$ cat config.mk
export PLATFORM = sky130hd
export DESIGN_NAME = pwm_period_duty_calculator
export DESIGN_NICKNAME = d
export VERILOG_FILES = /design/src/pwmc_pkg.sv /design/src/pwm_period_duty_calculator.sv /design/src/pwmc_divider.sv /design/src/pwmc_select.sv
export SDC_FILE = /design/constraint.sdc
export NUM_CORES = 1
export LEC_CHECK = 0
export ABC_AREA = 0
export BUFFER_PORTS_ARGS = -buffer_cell sky130_fd_sc_hd__buf_2
export CAP_MARGIN = 25
export CORE_ASPECT_RATIO = 1.75
export CORE_MARGIN = 2
export CORE_UTILIZATION = 45
export CTS_BUF_LIST = sky130_fd_sc_hd__clkbuf_4 sky130_fd_sc_hd__clkbuf_8
export DETAILED_ROUTE_END_ITERATION = 10
export SLEW_MARGIN = 20
export SYNTH_ARGS = -nofsm -noshare
export SYNTH_HDL_FRONTEND = slang
export SYNTH_SLANG_ARGS = --single-unit
$ cat constraint.sdc
create_clock -name clk -period 57.6 [get_ports clk]
set_clock_uncertainty 0.05 [all_clocks]
set_input_delay 8.64 -clock clk [delete_from_list [all_inputs] [get_ports clk]]
set_output_delay 8.64 -clock clk [all_outputs]
set_load 0.05 [all_outputs]
$ cat src/pwmc_pkg.sv
// ----------------------------------------------------------------------------
// PWM period and duty calculator package
// Clock constants, field widths, prescale codes and inter-stage structs.
// ----------------------------------------------------------------------------
package pwmc_pkg;

    // Timer input clock in hertz.
    localparam int unsigned CLOCK_HZ = 4000000;

    // floor(CLOCK_HZ / (4 * s * half)) equals floor(floor(CLOCK_HZ / 4) / half) / s,
    // so one division by the halved frequency serves all three prescalers.
    localparam int unsigned NUM_INT = CLOCK_HZ / 4;
    localparam int          NUM_W   = $clog2(NUM_INT + 1);
    localparam logic [NUM_W-1:0] NUM_VAL = NUM_W'(NUM_INT);

    // Field widths.
    localparam int TONE_W   = 15;
    localparam int HALF_W   = TONE_W - 1;
    localparam int Q_W      = 9;   // selected quotient, 1 to 256
    localparam int PERIOD_W = 8;
    localparam int DUTY_W   = 10;
    localparam int IN_TDATA_W  = 16;
    localparam int OUT_TDATA_W = 24;

    // Largest quotient that fits the 8-bit period register.
    localparam logic [Q_W-1:0] Q_MAX = 9'd256;

    // Division by five through a reciprocal: floor(x / 5) = (x * 52429) >> 18
    // for any x below 2^16.
    localparam int DUTY_X_W     = Q_W + 4;
    localparam int RECIP_W      = 16;
    localparam int PROD_W       = DUTY_X_W + RECIP_W;
    localparam int DUTY_SHIFT   = 18;
    localparam logic [RECIP_W-1:0] RECIP5 = 16'd52429;

    // Prescale codes as written to the timer.
    typedef enum logic [1:0] {
        PRESCALE_DIV1  = 2'd0,
        PRESCALE_DIV4  = 2'd1,
        PRESCALE_DIV16 = 2'd2
    } prescale_t;

    // Divider result handed to the selection stage.
    typedef struct packed {
        logic             valid;
        logic             nonzero;
        logic [NUM_W-1:0] quo;
    } div_out_t;

    // One finished result.
    typedef struct packed {
        logic                ok;
        logic [1:0]          duty_low;
        logic [7:0]          duty_high;
        logic [1:0]          prescale_code;
        logic [PERIOD_W-1:0] period_count;
    } result_t;

endpackage

$ cat src/pwm_period_duty_calculator.sv
// ----------------------------------------------------------------------------
// PWM period and duty calculator
// Turns a tone frequency request into timer period, prescale and duty values.
// ----------------------------------------------------------------------------
// Usage:
// A request on the s_axis channel carries tone_hz in tdata[14:0]. The block
// halves it, divides CLOCK_HZ / 4 by the result and takes the first of the
// prescalers 1, 4 and 16 that gives a period of at most 255. The m_axis
// channel returns one result per request, in request order.
// A request passes 20 divider stages, one quotient bit each, then one
// selection stage and the output register, which takes the product of the
// duty multiplier. A new request is taken every cycle unless a result is
// stalled. The whole pipeline advances together: when the receiver holds
// m_axis_tready low with a result waiting, every stage holds and
// s_axis_tready drops in the same cycle; nothing is lost or repeated.
// Reset clears all valid bits, so the pipeline starts empty and ready.
// A halved frequency of zero, or no fitting prescaler, gives ok = 0 with
// every other field zero.
// ----------------------------------------------------------------------------
module pwm_period_duty_calculator
(
    input  logic                                clk,
    input  logic                                rst_n,
    input  logic                                s_axis_tvalid,
    output logic                                s_axis_tready,
    input  logic [pwmc_pkg::IN_TDATA_W-1:0]     s_axis_tdata,  // [14:0] tone_hz
    output logic                                m_axis_tvalid,
    input  logic                                m_axis_tready,
    // [7:0] period_count, [9:8] prescale_code, [17:10] duty_high,
    // [19:18] duty_low, [20] ok, rest zero
    output logic [pwmc_pkg::OUT_TDATA_W-1:0]    m_axis_tdata
);
    import pwmc_pkg::*;

    logic              en;
    logic [HALF_W-1:0] half;
    div_out_t          div_res;
    result_t           res;

    // Pipeline advances unless a finished result waits with m_axis_tready low.
    assign en            = !m_axis_tvalid || m_axis_tready;
    assign s_axis_tready = en;

    // Halve the requested frequency.
    assign half = s_axis_tdata[TONE_W-1:1];

    pwmc_divider u_div
    (
        .clk      (clk),
        .rst_n    (rst_n),
        .en       (en),
        .in_valid (s_axis_tvalid),
        .half     (half),
        .res      (div_res)
    );

    pwmc_select u_sel
    (
        .clk       (clk),
        .rst_n     (rst_n),
        .en        (en),
        .div_in    (div_res),
        .out_valid (m_axis_tvalid),
        .out_res   (res)
    );

    // Pack the result fields from the lowest bit up.
    assign m_axis_tdata = {3'b000, res};

endmodule

$ cat src/pwmc_divider.sv
// ----------------------------------------------------------------------------
// PWM calculator divider
// Pipelined restoring divider of the constant CLOCK_HZ / 4 by the halved
// frequency, one quotient bit per register stage.
// ----------------------------------------------------------------------------
module pwmc_divider
(
    input  logic                          clk,
    input  logic                          rst_n,
    input  logic                          en,
    input  logic                          in_valid,
    input  logic [pwmc_pkg::HALF_W-1:0]   half,
    output pwmc_pkg::div_out_t            res
);
    import pwmc_pkg::*;

    logic [HALF_W-1:0] rem_reg [0:NUM_W-1];
    logic [NUM_W-1:0]  quo_reg [0:NUM_W-1];
    logic [HALF_W-1:0] den_reg [0:NUM_W-1];
    logic              vld_reg [0:NUM_W-1];

    for (genvar k = 0; k < NUM_W; k++) begin : g_stage
        logic [HALF_W-1:0] rem_in;
        logic [NUM_W-1:0]  quo_in;
        logic [HALF_W-1:0] den_in;
        logic              vld_in;
        logic [HALF_W:0]   trial;
        logic [HALF_W:0]   diff;
        logic              take;

        // Stage inputs come from the request or from the previous stage.
        if (k == 0) begin : g_first
            assign rem_in = '0;
            assign quo_in = '0;
            assign den_in = half;
            assign vld_in = in_valid;
        end
        else begin : g_next
            assign rem_in = rem_reg[k-1];
            assign quo_in = quo_reg[k-1];
            assign den_in = den_reg[k-1];
            assign vld_in = vld_reg[k-1];
        end

        // Bring down the next numerator bit and try one subtraction.
        assign trial = {rem_in, NUM_VAL[NUM_W-1-k]};
        assign diff  = trial - {1'b0, den_in};
        assign take  = (trial >= {1'b0, den_in});

        // Valid bit travels with the data.
        always_ff @(posedge clk or negedge rst_n)
        begin
            if (!rst_n)
            begin
                vld_reg[k] <= 1'b0;
            end
            else if (en)
            begin
                vld_reg[k] <= vld_in;
            end
        end

        // Partial remainder and quotient.
        always_ff @(posedge clk)
        begin
            if (en)
            begin
                rem_reg[k] <= take ? diff[HALF_W-1:0] : trial[HALF_W-1:0];
                quo_reg[k] <= {quo_in[NUM_W-2:0], take};
                den_reg[k] <= den_in;
            end
        end
    end

    // A zero divisor yields all ones; the flag marks it for rejection.
    assign res.valid   = vld_reg[NUM_W-1];
    assign res.nonzero = |den_reg[NUM_W-1];
    assign res.quo     = quo_reg[NUM_W-1] | {{(NUM_W-1){1'b0}}, 1'b0 & rem_reg[NUM_W-1][0]};

endmodule

$ cat src/pwmc_select.sv
// ----------------------------------------------------------------------------
// PWM calculator prescaler selection
// Picks the first prescaler whose quotient fits, then forms the period and
// the duty (16 * q / 5) in the output register.
// ----------------------------------------------------------------------------
module pwmc_select
(
    input  logic               clk,
    input  logic               rst_n,
    input  logic               en,
    input  pwmc_pkg::div_out_t div_in,
    output logic               out_valid,
    output pwmc_pkg::result_t  out_res
);
    import pwmc_pkg::*;

    logic            sel_vld_reg;
    logic            sel_ok_reg;
    prescale_t       sel_code_reg;
    logic [Q_W-1:0]  sel_q_reg;

    logic            sel_ok_next;
    prescale_t       sel_code_next;
    logic [Q_W-1:0]  sel_q_next;

    logic                out_vld_reg;
    result_t             out_res_reg;
    result_t             out_res_next;
    logic [DUTY_X_W-1:0] duty_x;
    logic [PROD_W-1:0]   duty_prod;
    logic [DUTY_W-1:0]   duty;

    // Prescalers 1, 4 and 16 in order; a quotient of zero never fits.
    always_comb
    begin
        sel_ok_next   = 1'b1;
        sel_code_next = PRESCALE_DIV1;
        sel_q_next    = div_in.quo[Q_W-1:0];
        priority if (!div_in.nonzero || div_in.quo == '0)
        begin
            sel_ok_next = 1'b0;
        end
        else if (div_in.quo <= NUM_W'(Q_MAX))
        begin
            sel_code_next = PRESCALE_DIV1;
            sel_q_next    = div_in.quo[Q_W-1:0];
        end
        else if ((div_in.quo >> 2) <= NUM_W'(Q_MAX))
        begin
            sel_code_next = PRESCALE_DIV4;
            sel_q_next    = div_in.quo[Q_W+1:2];
        end
        else if ((div_in.quo >> 4) <= NUM_W'(Q_MAX))
        begin
            sel_code_next = PRESCALE_DIV16;
            sel_q_next    = div_in.quo[Q_W+3:4];
        end
        else
        begin
            sel_ok_next = 1'b0;
        end
    end

    // Selection stage and output stage valid bits.
    always_ff @(posedge clk or negedge rst_n)
    begin
        if (!rst_n)
        begin
            sel_vld_reg <= 1'b0;
            out_vld_reg <= 1'b0;
        end
        else if (en)
        begin
            sel_vld_reg <= div_in.valid;
            out_vld_reg <= sel_vld_reg;
        end
    end

    // Selection stage payload.
    always_ff @(posedge clk)
    begin
        if (en)
        begin
            sel_ok_reg   <= sel_ok_next;
            sel_code_reg <= sel_code_next;
            sel_q_reg    <= sel_q_next;
        end
    end

    // Duty is floor(16 * q / 5) through the reciprocal of five.
    assign duty_x    = {sel_q_reg, 4'b0000};
    assign duty_prod = PROD_W'(duty_x) * PROD_W'(RECIP5);
    assign duty      = duty_prod[DUTY_SHIFT+DUTY_W-1:DUTY_SHIFT];

    // Failed requests report all fields as zero.
    always_comb
    begin
        out_res_next = '0;
        if (sel_ok_reg)
        begin
            out_res_next.ok            = 1'b1;
            out_res_next.period_count  = PERIOD_W'(sel_q_reg - Q_W'(1));
            out_res_next.prescale_code = sel_code_reg;
            out_res_next.duty_high     = duty[DUTY_W-1:2];
            out_res_next.duty_low      = duty[1:0];
        end
    end

    // Output register.
    always_ff @(posedge clk)
    begin
        if (en)
        begin
            out_res_reg <= out_res_next;
        end
    end

    assign out_valid = out_vld_reg;
    assign out_res   = out_res_reg;

endmodule

## After elaboration in Yosys (flattened, before gate mapping)

Memories as Yosys holds them, arrays and structs flattened.
Cells that the tools add are included.

- Flip-flop bits (word level): 55
- Memory bits (writable): 960
- Word-level logic and storage cells: 119
- Memories kept: 3

- $add $sub $neg: 21
- $mul: 1
- Magnitude comparators: 23
- Mux-type cells: 32
- Reductions and logical operators: 8

Memories:

| name | words | width | read ports | clocked after Yosys merged registers in | wr ports | line | text |
|---|---|---|---|---|---|---|---|
| u_div.quo_reg | 20 | 20 | 20 | 0 | 20 | pwmc_divider.sv:18 | `logic [NUM_W-1:0] quo_reg [0:NUM_W-1];` |
| u_div.den_reg | 20 | 14 | 20 | 0 | 20 | pwmc_divider.sv:19 | `logic [HALF_W-1:0] den_reg [0:NUM_W-1];` |
| u_div.rem_reg | 20 | 14 | 19 | 0 | 20 | pwmc_divider.sv:17 | `logic [HALF_W-1:0] rem_reg [0:NUM_W-1];` |

Operators by type and width:

| kind | count |
|---|---|
| 15-bit by 14-bit greater-or-equal comparator with 1-bit output | 19 |
| 14-bit two-way mux | 20 |
| 14-bit subtractor | 19 |
| 9-bit two-way mux | 4 |
| 9-bit by 16-bit multiplier with 24-bit output (second input constant) | 1 |
| 21-bit two-way mux | 1 |
| 20-bit by 9-bit <= comparator with 1-bit output (second input constant) | 1 |
| 20-bit logical NOT | 1 |
| 18-bit by 9-bit <= comparator with 1-bit output (second input constant) | 1 |
| 16-bit by 9-bit <= comparator with 1-bit output (second input constant) | 1 |
| 1-bit by 14-bit greater-or-equal comparator with 1-bit output (first input constant) | 1 |
| 14-bit OR reduction | 1 |
| 1-bit by 14-bit subtractor with 14-bit output (first input constant) | 1 |
| 8-bit by 1-bit subtractor with 8-bit output (second input constant) | 1 |
| 1-bit two-way mux | 6 |
| 3-bit OR reduction | 1 |
| 1-bit logical NOT | 2 |
| 1-bit logical OR | 2 |
| 2-bit two-way mux | 1 |
| 2-bit OR reduction | 1 |

## Longest topological paths before layout

An unclocked memory read counts as a cell.

- Word-level depth: 6
- Gate-level depth with buffers: 18

## By module

Synthesis repeated with hierarchy kept, for this count alone.

- Cells, all modules: 3,360
- Area total of the unflattened synthesis: 42,789.8 um^2

Modules (own cells, without submodules):

| module | times used | cells each | area each (um^2) |
|---|---|---|---|
| pwmc_divider | 1 | 2,981 | 39,113.8 |
| pwmc_select | 1 | 374 | 3,643.5 |
| pwm_period_duty_calculator | 1 | 5 | 32.5 |

## Worst setup path before layout

OpenSTA, ideal clock, no wires.

- Kind: input-to-output
- From: in m_axis_tready
- To: out s_axis_tready
- Data arrival time: 30.713 ns
- Required time: 48.910 ns
- Setup slack: 18.197 ns
- Stages: 3
- Path buffers: 2
- Path through: nand2b_1 > clkbuf_1 > buf_1

- Cells in the longest elaborated chain, start to end: 1

Ends and longest elaborated chain:

| item | line | text |
|---|---|---|
| start, declared | pwm_period_duty_calculator.sv:28 | `input logic m_axis_tready,` |
| 1-bit logical OR | pwm_period_duty_calculator.sv:41 | `assign en = !m_axis_tvalid \|\| m_axis_tready;` |
| end, declared | pwm_period_duty_calculator.sv:25 | `output logic s_axis_tready,` |

Every way passes these cells.

## Worst setup path in the final report

Ends and elaborated chain as after synthesis.

==> impl_metrics.py <==
metrics = {
    "clocking": {
        "cts_tree": "yes",
        "htreeDepth": 3,
        "cts_hold_buf": 0,
        "cts_resized": 0,
        "clockBufferDepth": 3,
        "cts_buffers": 119,
        "clock_latency_ps": 840,
        "clk_pin_slew_ps": 60,
        "cts-root-buf": "clkbuf_8",
        "cts_setup_buffers": 0,
        "cts.sinks": 811,
    },
    "worst_hold_path": {
        "holdPathEnd": "u_div.quo_reg[4][50]",
        "hold_depth": 0,
        "hold_path.class": "flop to flop",
        "worstHoldStart": "u_div.quo_reg[4][29]",
    },
    "floorplanning": {
        "floorplan.die_area_mm2": 0.0979,
        "io_pins": 46,
        "row_count": 149,
        "design.core.area_mm2": 0.0943,
        "die_h_um": 412,
        "die_x_um": 237,
        "start_util": 0.455,
    },
    "detailed_routing": {
        "drt_wl_total_mm": 87.8,
        "drc": 0,
        "drtPass1Iterations": 5,
        "routedWlPerCell_um": 18.2,
        "antenna_left": 0,
        "drt_iter0_drc": 994,
        "vias": 25900,
        "viasPerCell": 5.38,
    },
    "layout": {
        "nNetsFinal": 3890,
        "syn2layout_area_growth_pct": 9.68,
        "largest_reg_flops": 280,
        "drive_gt1_frac": 0.109,
    },
    "synthesis": {
        "synth.largest_area_cell": "edfxtp_1",
        "synth-simple-area-share": 0.0778,
        "synth-edff-count": 789,
        "seq_area_frac_synth": 0.565,
        "avgSynthCellArea_um2": 12.7,
        "syn-instance-count": 3376,
        "synth.cell_area_mm2": 0.0429,
        "yosysWarnings": 0,
        "async_flop_share": 0.0271,
        "synth_top_area_share": 0.553,
        "ys_top_cells_by_area": "edfxtp_1 (55%), ha_1 (9.3%), inv_1 (3.6%), mux2_1 (2.9%), xnor2_1 (2.7%)",
        "synth-seq-cells": 811,
        "synthFlopType": "edfxtp_1",
        "netlist-cell-type-count": 76,
        "synth.area.mux_share": 0.0650,
        "synthXorXnorAreaFrac": 0.0368,
        "synth-compound-area-share": 0.101,
        "synth_top_family_by_area": "adder cells",
        "synth_adder_area_share": 0.111,
    },
    "sta": {
        "setup_violations": 0,
        "rsz0062_at_grt": "no",
        "fin_crit_ps": 18350,
        "fmax_mhz": 54.5,
        "drv_slew": 0,
        "finalSetupTns_ps": 0,
        "hold_violations": 0,
        "period_share": 0.319,
        "slew_headroom": 0.328,
        "tightestPinTransition_ps": 1010,
    },
    "global_routing": {
        "met1_usage": 0.134,
        "grt_pass1_vias": 27400,
        "grt_use_met2": 0.402,
        "grt_start_max_net_pins": 156,
        "grt-ovfl-total": 0,
        "antenna_found_initial": 1,
        "grt_first_pass_wirelength_mm": 137,
        "track_usage": 0.181,
        "grt_use_met3": 0.0289,
        "busiest_layer": "met2",
    },
    "run_status": {
        "outcome": "finished, final reports clean",
    },
    "worst_setup_path": {
        "critPathKind": "input port to output pin",
        "path_cells": "buf_2 > nand2b_4 > buf_2",
        "rrSetupSlack_ps": 52860,
        "worst_r2r_startpoint": "u_sel.sel_q_reg[0]",
        "reg2reg_depth": 15,
        "cp.arrival_ps": 9660,
        "critPathMostFrequentCell": "buf_2",
        "cp_slowest_cell": "nand2b_4",
        "r2r-end": "u_sel.out_res[15]",
        "cp-end-kind": "output pin",
        "start_kind": "input port",
        "required_ps": 48910,
        "crit_fanout": 24,
        "crit_path_max_incr_delay_ps": 490,
    },
    "placed_design": {
        "port_buffers": 40,
        "gp_congestion": 0.867,
        "post-dp-hpwl_mm": 66.3,
    },
    "job": {
        "max_cap_violations": 0,
    },
}
placed cells by master (no fill, tap or decap), drive strengths merged, types with 40 or more instances in the layout:
| master | count |
|---|---|
| nor3 | 49 |
| clkbuf | 158 |
| fa | 40 |
| nor2 | 188 |
| mux2 | 215 |
| inv | 415 |
| o21ai | 106 |
| clkinv | 50 |
| o21a | 67 |
| a21oi | 209 |
| nand2 | 124 |
| xor2 | 49 |
| a21o | 46 |
| buf | 62 |
| xnor2 | 131 |
| nor2b | 43 |
| ha | 317 |
| nand3 | 49 |
| edfxtp | 789 |
per-layer routing:
layer,share of wire,vias to the layer above
li1,-,12700
met3,0.027,239
met2,0.63,378
met5,0,-
met1,0.29,12600
met4,0.061,0
per-stage QoR:
stage	cells	instance area, µm²	hold slack, ps	utilization	setup WS, ps
2_1_floorplan	3378	42900	350	-	18200
3_3_place_gp	4595	44500	350	0.472	39230
3_5_place_dp	4599	44600	355	0.472	39220
4_1_cts	4816	47000	349	0.498	39220
5_1_grt	4818	47000	355	0.499	39220
6_report	4818	47000	341	0.499	39250
Yosys cell counts (43+ instances only):
master      n
xnor2_1   131
nand2_1   124
o21a_1     67
mux2_2     75
nor3_1     49
nand3_1    48
a21o_1     46
ha_1      317
edfxtp_1  789
nor2b_1    43
o21ai_0    74
nor2_1    188
inv_1     407
xor2_1     49
mux2_1    112
a21oi_1   205
area by class of cell:
| cell class | count | area (µm²) |
|---|---|---|
| diodes | 1 | 2.50 |
| clock buffers | 158 | 1930 |
| clock inverters | 59 | 498 |
| fillers | 8310 | 47300 |
| inverters | 412 | 1550 |
| multi-input cells | 2107 | 16900 |
| flip-flops and latches | 811 | 24200 |
| well taps | 1208 | 1510 |
| repair buffers | 62 | 438 |
worst max-delay path by stage:
stage | startpoint | endpoint | slack [ps] | depth (start not counted)
finish | m_axis_tready | s_axis_tready | 39250 | 3
CTS | m_axis_tready | s_axis_tready | 39220 | 3
floorplan | m_axis_tready | s_axis_tready | 18200 | 3
global route | m_axis_tready | s_axis_tready | 39220 | 3
global placement | m_axis_tready | s_axis_tready | 39230 | 3
detailed placement | m_axis_tready | s_axis_tready | 39220 | 3
kinds of logic (layout without fill, tap and decap cells):
| kind of cell | Yosys count | in the layout |
|---|---|---|
| DFF | 811 | 811 |
| xor gates and xnor gates | 180 | 180 |
| and+or+nand+nor | 661 | 661 |
| muxes | 241 | 241 |
| buffers and inverters | 460 | 691 |
| other | 1 | 4 |
| AOI/OAI and AO/OA | 665 | 665 |
| adders and majority gates | 357 | 357 |
critical path: cells and delay by family:
| kind | cells | cell delay (ps) |
|---|---|---|
| and+or+nand+nor | 1 | 490 |
| buffers and inverters | 2 | 490 |
Power is left out: the tool's default activity adds up to more than one toggle a clock period on the data nets, which glitch-free logic cannot reach.
